<file path="config.mk">
export PLATFORM = sky130hd
export DESIGN_NAME = dedup_compacting_event_queue
export DESIGN_NICKNAME = d
export VERILOG_FILES = /design/src/hdl/dceq_pkg.sv /design/src/hdl/dedup_compacting_event_queue.sv /design/src/hdl/dceq_mem.sv /design/src/hdl/dceq_seq.sv
export SDC_FILE = /design/constraint.sdc
export NUM_CORES = 2
export LEC_CHECK = 0
export BUFFER_PORTS_ARGS = -buffer_cell sky130_fd_sc_hd__buf_2
export CELL_PAD_IN_SITES_DETAIL_PLACEMENT = 1
export CELL_PAD_IN_SITES_GLOBAL_PLACEMENT = 1
export CORE_MARGIN = 3
export CORE_UTILIZATION = 50
export DETAILED_ROUTE_END_ITERATION = 10
export PLACE_DENSITY = 0.82
export SLEW_MARGIN = 15
export SYNTH_ARGS = -nofsm -noshare
export SYNTH_HDL_FRONTEND = slang
export SYNTH_SLANG_ARGS = --single-unit
</file>
<file path="constraint.sdc">
create_clock -name i_clk -period 5.9 [get_ports i_clk]
set_clock_uncertainty 0.1 [all_clocks]
set_input_delay 0.295 -clock i_clk [delete_from_list [all_inputs] [get_ports i_clk]]
set_output_delay 0.295 -clock i_clk [all_outputs]
set_load 0.01 [all_outputs]
</file>
<file path="src/hdl/dceq_pkg.sv">
// ----------------------------------------------------------------------------
// dceq_pkg
// Shared types and codes for the dedup compacting event queue.
// ----------------------------------------------------------------------------
package dceq_pkg;

    localparam int QUEUE_DEPTH_DEF = 64;

    localparam int ID_W    = 6;
    localparam int ARG_W   = 32;
    localparam int COUNT_W = 7;

    localparam logic OP_INSERT  = 1'b0;
    localparam logic OP_RELEASE = 1'b1;

    localparam logic [1:0] ST_DONE = 2'd0;
    localparam logic [1:0] ST_DUP  = 2'd1;
    localparam logic [1:0] ST_FULL = 2'd2;

    typedef struct packed {
        logic                    operation;
        logic [ID_W-1:0]         entry_id;
        logic signed [ARG_W-1:0] entry_arg;
    } t_in;

    typedef struct packed {
        logic [1:0]              status;
        logic [COUNT_W-1:0]      removed_count;
        logic [COUNT_W-1:0]      occupancy;
        logic                    head_valid;
        logic [ID_W-1:0]         head_id;
        logic signed [ARG_W-1:0] head_arg;
    } t_out;

    typedef struct packed {
        logic [ID_W-1:0]         id;
        logic signed [ARG_W-1:0] arg;
    } t_entry;

endpackage

</file>
<file path="src/hdl/dedup_compacting_event_queue.sv">
// Flow: an item is taken while idle, the list is scanned from memory, and the result is
// then registered at the output (an insert that meets its id early stops its scan there).
// The input stalls from the transfer until the result leaves the sequencer, so a new item
// waits for the one-entry-per-cycle scan of the memory to finish.
// Reset: synchronous active-low i_rst_n empties the list at once; no clearing pass.
// ----------------------------------------------------------------------------
// dedup_compacting_event_queue
// Ordered (id, argument) list: insert rejects a duplicate id, release compacts the list.
// ----------------------------------------------------------------------------
module dedup_compacting_event_queue #(
    parameter int QUEUE_DEPTH = dceq_pkg::QUEUE_DEPTH_DEF
) (
    input  logic           i_clk,
    input  logic           i_rst_n,
    input  logic           i_in_valid,
    output logic           o_in_stall,
    input  dceq_pkg::t_in  i_in_data,
    output logic           o_out_valid,
    input  logic           i_out_stall,
    output dceq_pkg::t_out o_out_data
);

    logic           res_valid;
    logic           res_ready;
    dceq_pkg::t_out res_data;

    logic           r_out_valid;
    dceq_pkg::t_out r_out_data;

    dceq_seq #(
        .QUEUE_DEPTH(QUEUE_DEPTH)
    ) u_seq (
        .i_clk       (i_clk),
        .i_rst_n     (i_rst_n),
        .i_in_valid  (i_in_valid),
        .i_in_data   (i_in_data),
        .o_in_stall  (o_in_stall),
        .o_res_valid (res_valid),
        .o_res_data  (res_data),
        .i_res_ready (res_ready)
    );

    // output register frees when its transfer completes
    assign res_ready = !r_out_valid || !i_out_stall;

    always_ff @(posedge i_clk) begin
        if (!i_rst_n) begin
            r_out_valid <= 1'b0;
        end else if (res_valid && res_ready) begin
            r_out_valid <= 1'b1;
        end else if (!i_out_stall) begin
            r_out_valid <= 1'b0;
        end
    end

    always_ff @(posedge i_clk) begin
        if (res_valid && res_ready) begin
            r_out_data <= res_data;
        end
    end

    assign o_out_valid = r_out_valid;
    assign o_out_data  = r_out_data;

endmodule

</file>
<file path="src/hdl/dceq_mem.sv">
// ----------------------------------------------------------------------------
// dceq_mem
// Entry storage: one write port, one read port with registered read data.
// ----------------------------------------------------------------------------
module dceq_mem #(
    parameter int QUEUE_DEPTH = dceq_pkg::QUEUE_DEPTH_DEF
) (
    input  logic                           i_clk,
    input  logic                           i_we,
    input  logic [$clog2(QUEUE_DEPTH)-1:0] i_waddr,
    input  dceq_pkg::t_entry               i_wdata,
    input  logic                           i_re,
    input  logic [$clog2(QUEUE_DEPTH)-1:0] i_raddr,
    output dceq_pkg::t_entry               o_rdata
);

    dceq_pkg::t_entry r_mem [QUEUE_DEPTH];
    dceq_pkg::t_entry r_rdata;

    always_ff @(posedge i_clk) begin
        if (i_we) begin
            r_mem[i_waddr] <= i_wdata;
        end
        if (i_re) begin
            r_rdata <= r_mem[i_raddr];
        end
    end

    assign o_rdata = r_rdata;

endmodule

</file>
<file path="src/hdl/dceq_seq.sv">
// ----------------------------------------------------------------------------
// dceq_seq
// Scan sequencer: walks the packed list one entry per cycle through a single
// compare unit, compacting on release and appending on insert.
// ----------------------------------------------------------------------------
module dceq_seq #(
    parameter int QUEUE_DEPTH = dceq_pkg::QUEUE_DEPTH_DEF
) (
    input  logic           i_clk,
    input  logic           i_rst_n,
    input  logic           i_in_valid,
    input  dceq_pkg::t_in  i_in_data,
    output logic           o_in_stall,
    output logic           o_res_valid,
    output dceq_pkg::t_out o_res_data,
    input  logic           i_res_ready
);

    localparam int AW = $clog2(QUEUE_DEPTH);
    localparam int CW = $clog2(QUEUE_DEPTH + 1);
    localparam int XW = CW + dceq_pkg::COUNT_W;
    localparam logic [CW-1:0] FULL_CNT = CW'(QUEUE_DEPTH);

    localparam logic [1:0] S_IDLE   = 2'd0;
    localparam logic [1:0] S_SCAN   = 2'd1;
    localparam logic [1:0] S_FINISH = 2'd2;

    logic [1:0]       r_state, n_state;
    logic             r_op;
    logic [dceq_pkg::ID_W-1:0]         r_id;
    logic signed [dceq_pkg::ARG_W-1:0] r_arg;
    logic [CW-1:0]    r_occ, n_occ;
    logic [CW-1:0]    r_rd, n_rd;
    logic [CW-1:0]    r_wr, n_wr;
    logic [CW-1:0]    r_removed, n_removed;
    logic             r_pend, n_pend;
    logic             r_found, n_found;
    dceq_pkg::t_entry r_head, n_head;

    logic             mem_we;
    logic [AW-1:0]    mem_waddr;
    dceq_pkg::t_entry mem_wdata;
    logic             mem_re;
    logic [AW-1:0]    mem_raddr;
    dceq_pkg::t_entry mem_rdata;

    logic             hit_id;
    logic             hit_all;
    logic             scan_done;
    logic             ins_ok;
    logic [1:0]       status;
    logic [CW-1:0]    occ_after;
    dceq_pkg::t_entry head_after;
    dceq_pkg::t_entry new_entry;
    logic [XW-1:0]    occ_ext;
    logic [XW-1:0]    rem_ext;

    dceq_mem #(
        .QUEUE_DEPTH(QUEUE_DEPTH)
    ) u_mem (
        .i_clk   (i_clk),
        .i_we    (mem_we),
        .i_waddr (mem_waddr),
        .i_wdata (mem_wdata),
        .i_re    (mem_re),
        .i_raddr (mem_raddr),
        .o_rdata (mem_rdata)
    );

    // shared compare unit
    assign hit_id    = r_pend && (mem_rdata.id == r_id);
    assign hit_all   = hit_id && (mem_rdata.arg == r_arg);
    assign scan_done = !r_pend && ((r_rd == r_occ) || r_found);

    assign new_entry.id  = r_id;
    assign new_entry.arg = r_arg;

    assign ins_ok = (r_op == dceq_pkg::OP_INSERT) && !r_found && (r_occ != FULL_CNT);

    always_comb begin
        if (r_op == dceq_pkg::OP_RELEASE) begin
            status = dceq_pkg::ST_DONE;
        end else if (r_found) begin
            status = dceq_pkg::ST_DUP;
        end else if (r_occ == FULL_CNT) begin
            status = dceq_pkg::ST_FULL;
        end else begin
            status = dceq_pkg::ST_DONE;
        end
    end

    always_comb begin
        occ_after  = r_occ;
        head_after = r_head;
        if (r_op == dceq_pkg::OP_RELEASE) begin
            occ_after = r_wr;
        end else if (ins_ok) begin
            occ_after = r_occ + CW'(1);
            if (r_occ == '0) begin
                head_after = new_entry;
            end
        end
    end

    assign occ_ext = XW'(occ_after);
    assign rem_ext = XW'(r_removed);

    always_comb begin
        o_res_data.status        = status;
        o_res_data.removed_count = rem_ext[dceq_pkg::COUNT_W-1:0];
        o_res_data.occupancy     = occ_ext[dceq_pkg::COUNT_W-1:0];
        o_res_data.head_valid    = (occ_after != '0);
        o_res_data.head_id       = (occ_after != '0) ? head_after.id : '0;
        o_res_data.head_arg      = (occ_after != '0) ? head_after.arg : '0;
    end

    assign o_res_valid = (r_state == S_FINISH);
    assign o_in_stall  = (r_state != S_IDLE);

    always_comb begin
        n_state   = r_state;
        n_occ     = r_occ;
        n_rd      = r_rd;
        n_wr      = r_wr;
        n_removed = r_removed;
        n_pend    = 1'b0;
        n_found   = r_found;
        n_head    = r_head;
        mem_we    = 1'b0;
        mem_waddr = r_wr[AW-1:0];
        mem_wdata = mem_rdata;
        mem_re    = 1'b0;
        mem_raddr = r_rd[AW-1:0];
        case (r_state)
            S_IDLE: begin
                if (i_in_valid) begin
                    n_state   = S_SCAN;
                    n_rd      = '0;
                    n_wr      = '0;
                    n_removed = '0;
                    n_found   = 1'b0;
                end
            end
            S_SCAN: begin
                if ((r_rd != r_occ) && !r_found) begin
                    mem_re = 1'b1;
                    n_rd   = r_rd + CW'(1);
                    n_pend = 1'b1;
                end
                if (r_op == dceq_pkg::OP_INSERT) begin
                    n_found = r_found | hit_id;
                end else if (r_pend) begin
                    if (hit_all) begin
                        n_removed = r_removed + CW'(1);
                    end else begin
                        mem_we = 1'b1;
                        n_wr   = r_wr + CW'(1);
                        if (r_wr == '0) begin
                            n_head = mem_rdata;
                        end
                    end
                end
                if (scan_done) begin
                    n_state = S_FINISH;
                end
            end
            S_FINISH: begin
                if (i_res_ready) begin
                    n_state = S_IDLE;
                    n_occ   = occ_after;
                    n_head  = head_after;
                    if (ins_ok) begin
                        mem_we    = 1'b1;
                        mem_waddr = r_occ[AW-1:0];
                        mem_wdata = new_entry;
                    end
                end
            end
            default: begin
                n_state = S_IDLE;
            end
        endcase
    end

    always_ff @(posedge i_clk) begin
        if (!i_rst_n) begin
            r_state   <= S_IDLE;
            r_occ     <= '0;
            r_rd      <= '0;
            r_wr      <= '0;
            r_removed <= '0;
            r_pend    <= 1'b0;
            r_found   <= 1'b0;
        end else begin
            r_state   <= n_state;
            r_occ     <= n_occ;
            r_rd      <= n_rd;
            r_wr      <= n_wr;
            r_removed <= n_removed;
            r_pend    <= n_pend;
            r_found   <= n_found;
        end
    end

    always_ff @(posedge i_clk) begin
        r_head <= n_head;
        if (r_state == S_IDLE && i_in_valid) begin
            r_op  <= i_in_data.operation;
            r_id  <= i_in_data.entry_id;
            r_arg <= i_in_data.entry_arg;
        end
    end

    a_occ_bound: assert property (@(posedge i_clk) disable iff (!i_rst_n)
        r_occ <= FULL_CNT)
        else $error("occupancy beyond depth");

    a_wr_behind_rd: assert property (@(posedge i_clk) disable iff (!i_rst_n)
        (r_state == S_SCAN) |-> (r_wr <= r_rd) && (r_rd <= r_occ))
        else $error("compaction write index passed read index");

    a_insert_grows: assert property (@(posedge i_clk) disable iff (!i_rst_n)
        (o_res_valid && i_res_ready && ins_ok) |=> (r_occ == $past(r_occ) + CW'(1)))
        else $error("insert did not grow list");

    a_release_shrinks: assert property (@(posedge i_clk) disable iff (!i_rst_n)
        (o_res_valid && i_res_ready && r_op == dceq_pkg::OP_RELEASE)
        |=> (r_occ == $past(r_occ) - $past(r_removed)))
        else $error("release count mismatch");

endmodule
</file>
### Yosys cells after proc, flatten, opt, wreduce, memory -nomap -nowiden

Memory sizes are Yosys's and may differ from the RTL's. A register that Yosys moved wholly into a read port is not among the register bits.
Cells that the tools add are included.
W data, S select, Z words.

* equal/unequal tests: 19
* add/sub/neg operators: 4
* reductions and logical operators: 29
* bitwise logic cells: 2
* muxes and demuxes: 49

Operators with widths (count)
* $mux W38: 11
* $pmux W38 S2: 1
* $mux W7: 10
* $pmux W7 S2: 3
* $eq A32 B32 Y1: 1
* $add A7 B1 Y7 const B: 4
* $mux W6: 3
* $ne A2 B1 Y1 const B: 8
* $logic_not A7 Y1: 2
* $mux W1: 14
* $reduce_and A5 Y1: 2
* $reduce_and A3 Y1: 3
* $logic_and A1 B1 Y1: 8
* $mux W2: 4
* $eq A7 B7 Y1: 1
* $eq A7 B7 Y1 const B: 1
* $ne A7 B7 Y1: 1
* $ne A7 B7 Y1 const B: 1
* $reduce_bool A7 Y1: 1
* $eq A6 B6 Y1: 1
* $ne A2 B2 Y1 const B: 3
* $pmux W2 S3: 1
* $reduce_and A6 Y1: 1
* $reduce_bool A2 Y1: 3
* other kinds (10): 15

* memory bits (writable): 2432
* memories kept: 1
* bits in registers: 165
* input bits: 43
* output and inout bits: 57
* word-level logic and storage cells: 124

Memory list
* u_seq.u_mem.r_mem: words 64, width 38, rd ports 1, clocked after memory_dff 1, wr ports 1, RTL line dceq_mem.sv:17 `dceq_pkg::t_entry r_mem [QUEUE_DEPTH];`

### Logic depth before layout (Yosys ltp)

* depth in word-level cells: 9
* mapped depth: 11
* depth with buffers taken out: 8

### Cells and area by module

A second synthesis with hierarchy kept.

* cells, all modules: 4683
* area total of the unflattened synthesis: 101381.0 sq um

Modules (own cells, without submodules)
* dceq_mem: times used 1, seq. area each 74171.1 sq um, cells each 3989, area each 93319.5 sq um
* dceq_seq: times used 1, seq. area each 2952.8 sq um, cells each 634, area each 6368.6 sq um
* dedup_compacting_event_queue: times used 1, seq. area each 1671.6 sq um, cells each 60, area each 1692.9 sq um

### Worst setup path before layout

OpenSTA, ideal clock, no wires.

* path type: register to register
* start: register u_seq.r_state[0]
* end: memory u_seq.u_mem.r_mem[28][0] (netlist name), enable pin
* arrival: 4.525 ns
* required time: 5.319 ns
* setup slack: 0.794 ns
* cell stages (with the launch flop): 11
* cells stage by stage: dfxtp_1 inv_1 ha_1 buf_2 a21boi_1 nand2_1 a31oi_1 buf_2 buf_2 a21oi_1 nor3_1

* longest elaborated chain between the ends: 4
* elaborated cells between the ends (all ways): 6
* classes of those cells: 2 x eq/ne; 4 x mux

RTL lines
* start, declared: RTL line dceq_seq.sv:28 `logic [1:0] r_state, n_state;`
* start signal, assigned: RTL line dceq_seq.sv:195 `r_state <= n_state;`
* $eq A2 B2 Y1 or $eq A2 B1 Y1 (tied branches): RTL line dceq_seq.sv:134 `case (r_state)`
* $pmux W1 S2: RTL line dceq_seq.sv:134
* $mux W1: RTL line dceq_mem.sv:21 `if (i_we) begin`
* $mux W1 (implied by the code): RTL line dceq_mem.sv:22 `r_mem[i_waddr] <= i_wdata;`
* end, declared: RTL line dceq_mem.sv:17

Parallel ways exist; a longest one is shown, timed or not.

### Worst setup path after layout

* start: register u_seq.r_arg[6] (netlist name)
* end: memory u_seq.u_mem.r_mem[11][3] (netlist name), enable pin

* longest elaborated chain between the ends: 8

RTL lines
* start, declared: RTL line dceq_seq.sv:31 `logic signed [dceq_pkg::ARG_W-1:0] r_arg;`
* start signal, assigned: RTL line dceq_seq.sv:210 `r_arg <= i_in_data.entry_arg;`
* $eq A32 B32 Y1: RTL line dceq_seq.sv:72 `assign hit_all = hit_id && (mem_rdata.arg == r_arg);`
* $logic_and A1 B1 Y1: RTL line dceq_seq.sv:72
* $mux W1: RTL line dceq_seq.sv:153 `if (hit_all) begin`
* $mux W1: RTL line dceq_seq.sv:152 `end else if (r_pend) begin`
* $mux W1: RTL line dceq_seq.sv:150 `if (r_op == dceq_pkg::OP_INSERT) begin`
* $pmux W1 S2: RTL line dceq_seq.sv:134
* $mux W1: RTL line dceq_mem.sv:21
* $mux W1 (implied by the code): RTL line dceq_mem.sv:22

Every way passes these cells.

==> results_dict.tcl <==
set metrics [dict create \
    status "finished, final reports clean" \
    synthCells 4426 \
    grt_setup_unrepaired "no" \
    antenna_found_initial 23 \
    nNetsFinal 4850 \
    grt_pass1_wl_um 426000 \
    crit_arrival_ns 5.17 \
    ys_top_cells_by_count "edfxtp_1 (2,602), mux4_2 (737), nor2_1 (115)" \
    fin_tns_setup_ns 0 \
    cts.sinks 2635 \
    async_flop_share_pct 0 \
    maxCapViolCount 0 \
    min_period_over_period_pct 79.9 \
    hold_violations 0 \
    synth_top_family_by_area "multiplexers" \
    clock_latency_ns 0.93 \
    numPortBuffers 99 \
    synthTopCellsByArea "edfxtp_1 (77%), mux4_2 (16%), mux2i_1 (0.75%)" \
    yosys.area.top_type "edfxtp_1" \
    reg2reg_depth 7 \
    drtIter0Drc 8942 \
    fin_ws_ns 1.18 \
    cts-root-buf "clkbuf_16" \
    post-place-ws_ns 1.27 \
    global_route.overflow_total 0 \
    p_per_area_mw_per_mm2 396 \
    yosys_warnings 0 \
    io_pins 100 \
    synth-simple-area-share_pct 1.82 \
    syn_to_final_growth_pct 13.4 \
    yosysSeqAreaShare_pct 77.3 \
    firstDrtPassIters 8 \
    cts.clk_slew.worst_paths_ns 0.06 \
    wl_per_cell_um 39.2 \
    grt_max_degree 119 \
    start_util_pct 50.3 \
    routed_wl_um 301000 \
    r2r_start "u_seq.r_arg[6]" \
    timing.rr.end "u_seq.u_mem.r_mem[11][3]" \
    critical_path.startpoint_type "register" \
    avgSynthCellArea_um2 23.0 \
    hp-start "i_in_data[18]" \
    ctsResizeCount 0 \
    synth-xor-area-share_pct 0.447 \
    path_class "reg2reg" \
    synth_cell_types 61 \
    hold_path_depth 2 \
    rows 165 \
    cts_hold_buf 50 \
    vias_per_cell 6.84 \
    synth.area.mux_share_pct 17.7 \
    cp.required_ns 6.35 \
    worst-r2r-setup-slack_ns 1.18 \
    first_global_vias 53100 \
    leakage_nw 35.0 \
    vias 52400 \
    worstSetupEndpointType "register" \
    fmax_mhz 212 \
    post_cts_buffers 0 \
    cts_tree "done" \
    ir_worst_vdd_v 0.000398 \
    synth-compound-area-share_pct 1.38 \
    holdPathEnd "u_seq.r_arg[18]" \
    setup_viol 0 \
    die_w_um 458 \
    fin_crit_ns 4.72 \
    tightest_slew_ns 1.26 \
    globalplace.congestion 0.843 \
    h-tree-depth 5 \
    ys.flop_type "edfxtp_1" \
    ant_nets 0 \
    synth-edff-count 2602 \
    yosys_register_bits 2635 \
    numCtsBuffers 275 \
    hp-class "in2reg" \
    track_usage_pct 28.9 \
    placed_cells 7141 \
    slew_headroom_pct 16.1 \
    slew_viol_final 0 \
    yosysMostFrequentCell "edfxtp_1" \
    finalNonFillerCells 7665 \
    drc_errors 0 \
    worstPathMaxFanout 34 \
    core-area_mm2 0.203 \
    die_h_um 458 \
    die_area_mm2 0.209 \
    clk_path_buf_depth 4 \
    synth_fa_ha_area_share_pct 0.110 \
    syn-cell-area_mm2 0.102 \
    dp_hpwl_um 164000 \
    drive_above_1_share_pct 31.0 \
    synth_fp_nets 4478 \
    synth.top_cell.area_share_pct 76.7 \
]
-- flip-flops by register name, summed over array words and instances (netlist names) --
register	cells
u_seq.u_mem.r_mem	2432
u_seq.r_head	38
u_seq.r_rd	7
o_out_data	55
u_seq.r_removed	7
u_seq.r_pend	1
u_seq.r_op	1
u_seq.r_occ	7
u_seq.r_wr	7
u_seq.r_state	2
u_seq.r_id	6
u_seq.r_arg	32
o_out_valid	1
u_seq.u_mem.o_rdata	38
u_seq.r_found	1
-- layer usage --
layer	vias up	GRT usage, %	routed length [um]
li1	19600	-	-
met1	27700	38.9	106000
met2	4410	46.5	147000
met3	729	6.95	35200
met4	14	10.2	12800
met5	-	0.436	207
-- area by class of cell --
cell class,instances,area (um2)
clock buffers,333,7250
flip-flops and latches,2635,78800
clock inverters,131,988
fillers,16800,87000
multi-input cells,1525,22400
well taps,2672,3340
diodes,8,20.0
inverters,17,63.8
repair buffers,344,2720
-- layout by cell type (no fill, tap or decap), types with 40 or more instances in the layout --
cell type and instances:
nand2_1 60, nor3_2 63, clkbuf_16 282, a21oi_1 65
clkinv_2 47, mux2_2 48, clkbuf_1 51, mux4_2 737
edfxtp_1 2602, nor2b_1 40, mux2i_1 75, dlygate4sd3_1 50
clkinv_1 58, buf_4 175, nor2_1 112, buf_2 99
-- worst max-delay path by stage --
stage,slack (ns),start,end,cells after the start
final,1.18,u_seq.r_arg[6],u_seq.u_mem.r_mem[11][3],7
after global routing,1.00,u_seq.r_arg[6],u_seq.u_mem.r_mem[47][11],7
after CTS,1.20,u_seq.r_arg[6],u_seq.u_mem.r_mem[11][18],7
after detailed placement,1.27,u_seq.r_arg[6],u_seq.u_mem.r_mem[2][0],7
after global placement,1.51,u_seq.r_arg[6],u_seq.u_mem.r_mem[11][8],7
after floorplan,0.79,u_seq.r_state[0],u_seq.u_mem.r_mem[28][0],10
-- worst max-delay path, cell delays in order, from the launching register on --
cell      delay (ns)
edfxtp_1        0.43
xor2_1          0.19
nor4_1          0.92
nand4_1         0.69
a41oi_4         0.90
buf_4           0.47
nor3_2          0.17
buf_4           0.39
-- where the power goes --
group	switching (W)	internal (W)	total, W	leakage (nW)
logic	0.00453	0.00218	0.00671	7.23
clock network	0.00726	0.00933	0.0166	4.03
registers	0.000245	0.0223	0.0225	23.7
total	0.0120	0.0338	0.0458	35.0
-- cell families after synthesis --
group,Yosys count
adders and majority gates,9
and+or+nand+nor,377
xor gates and xnor gates,52
muxes,871
AOI/OAI and AO/OA,216
DFF,2635
buffers and inverters,266
-- metrics by stage --
step	area, um2	utilization, %	power (W)	hold WS [ns]
after floorplan	102000	-	0.0267	0.294
after global placement	107000	52.7	0.0290	0.376
after detailed placement	107000	52.7	0.0293	0.377
after CTS	115000	57.0	0.0458	0.00249
after global routing	116000	57.1	0.0470	0.0294
final	116000	57.1	0.0458	0.0489
(Power assumes the default switching activity.)
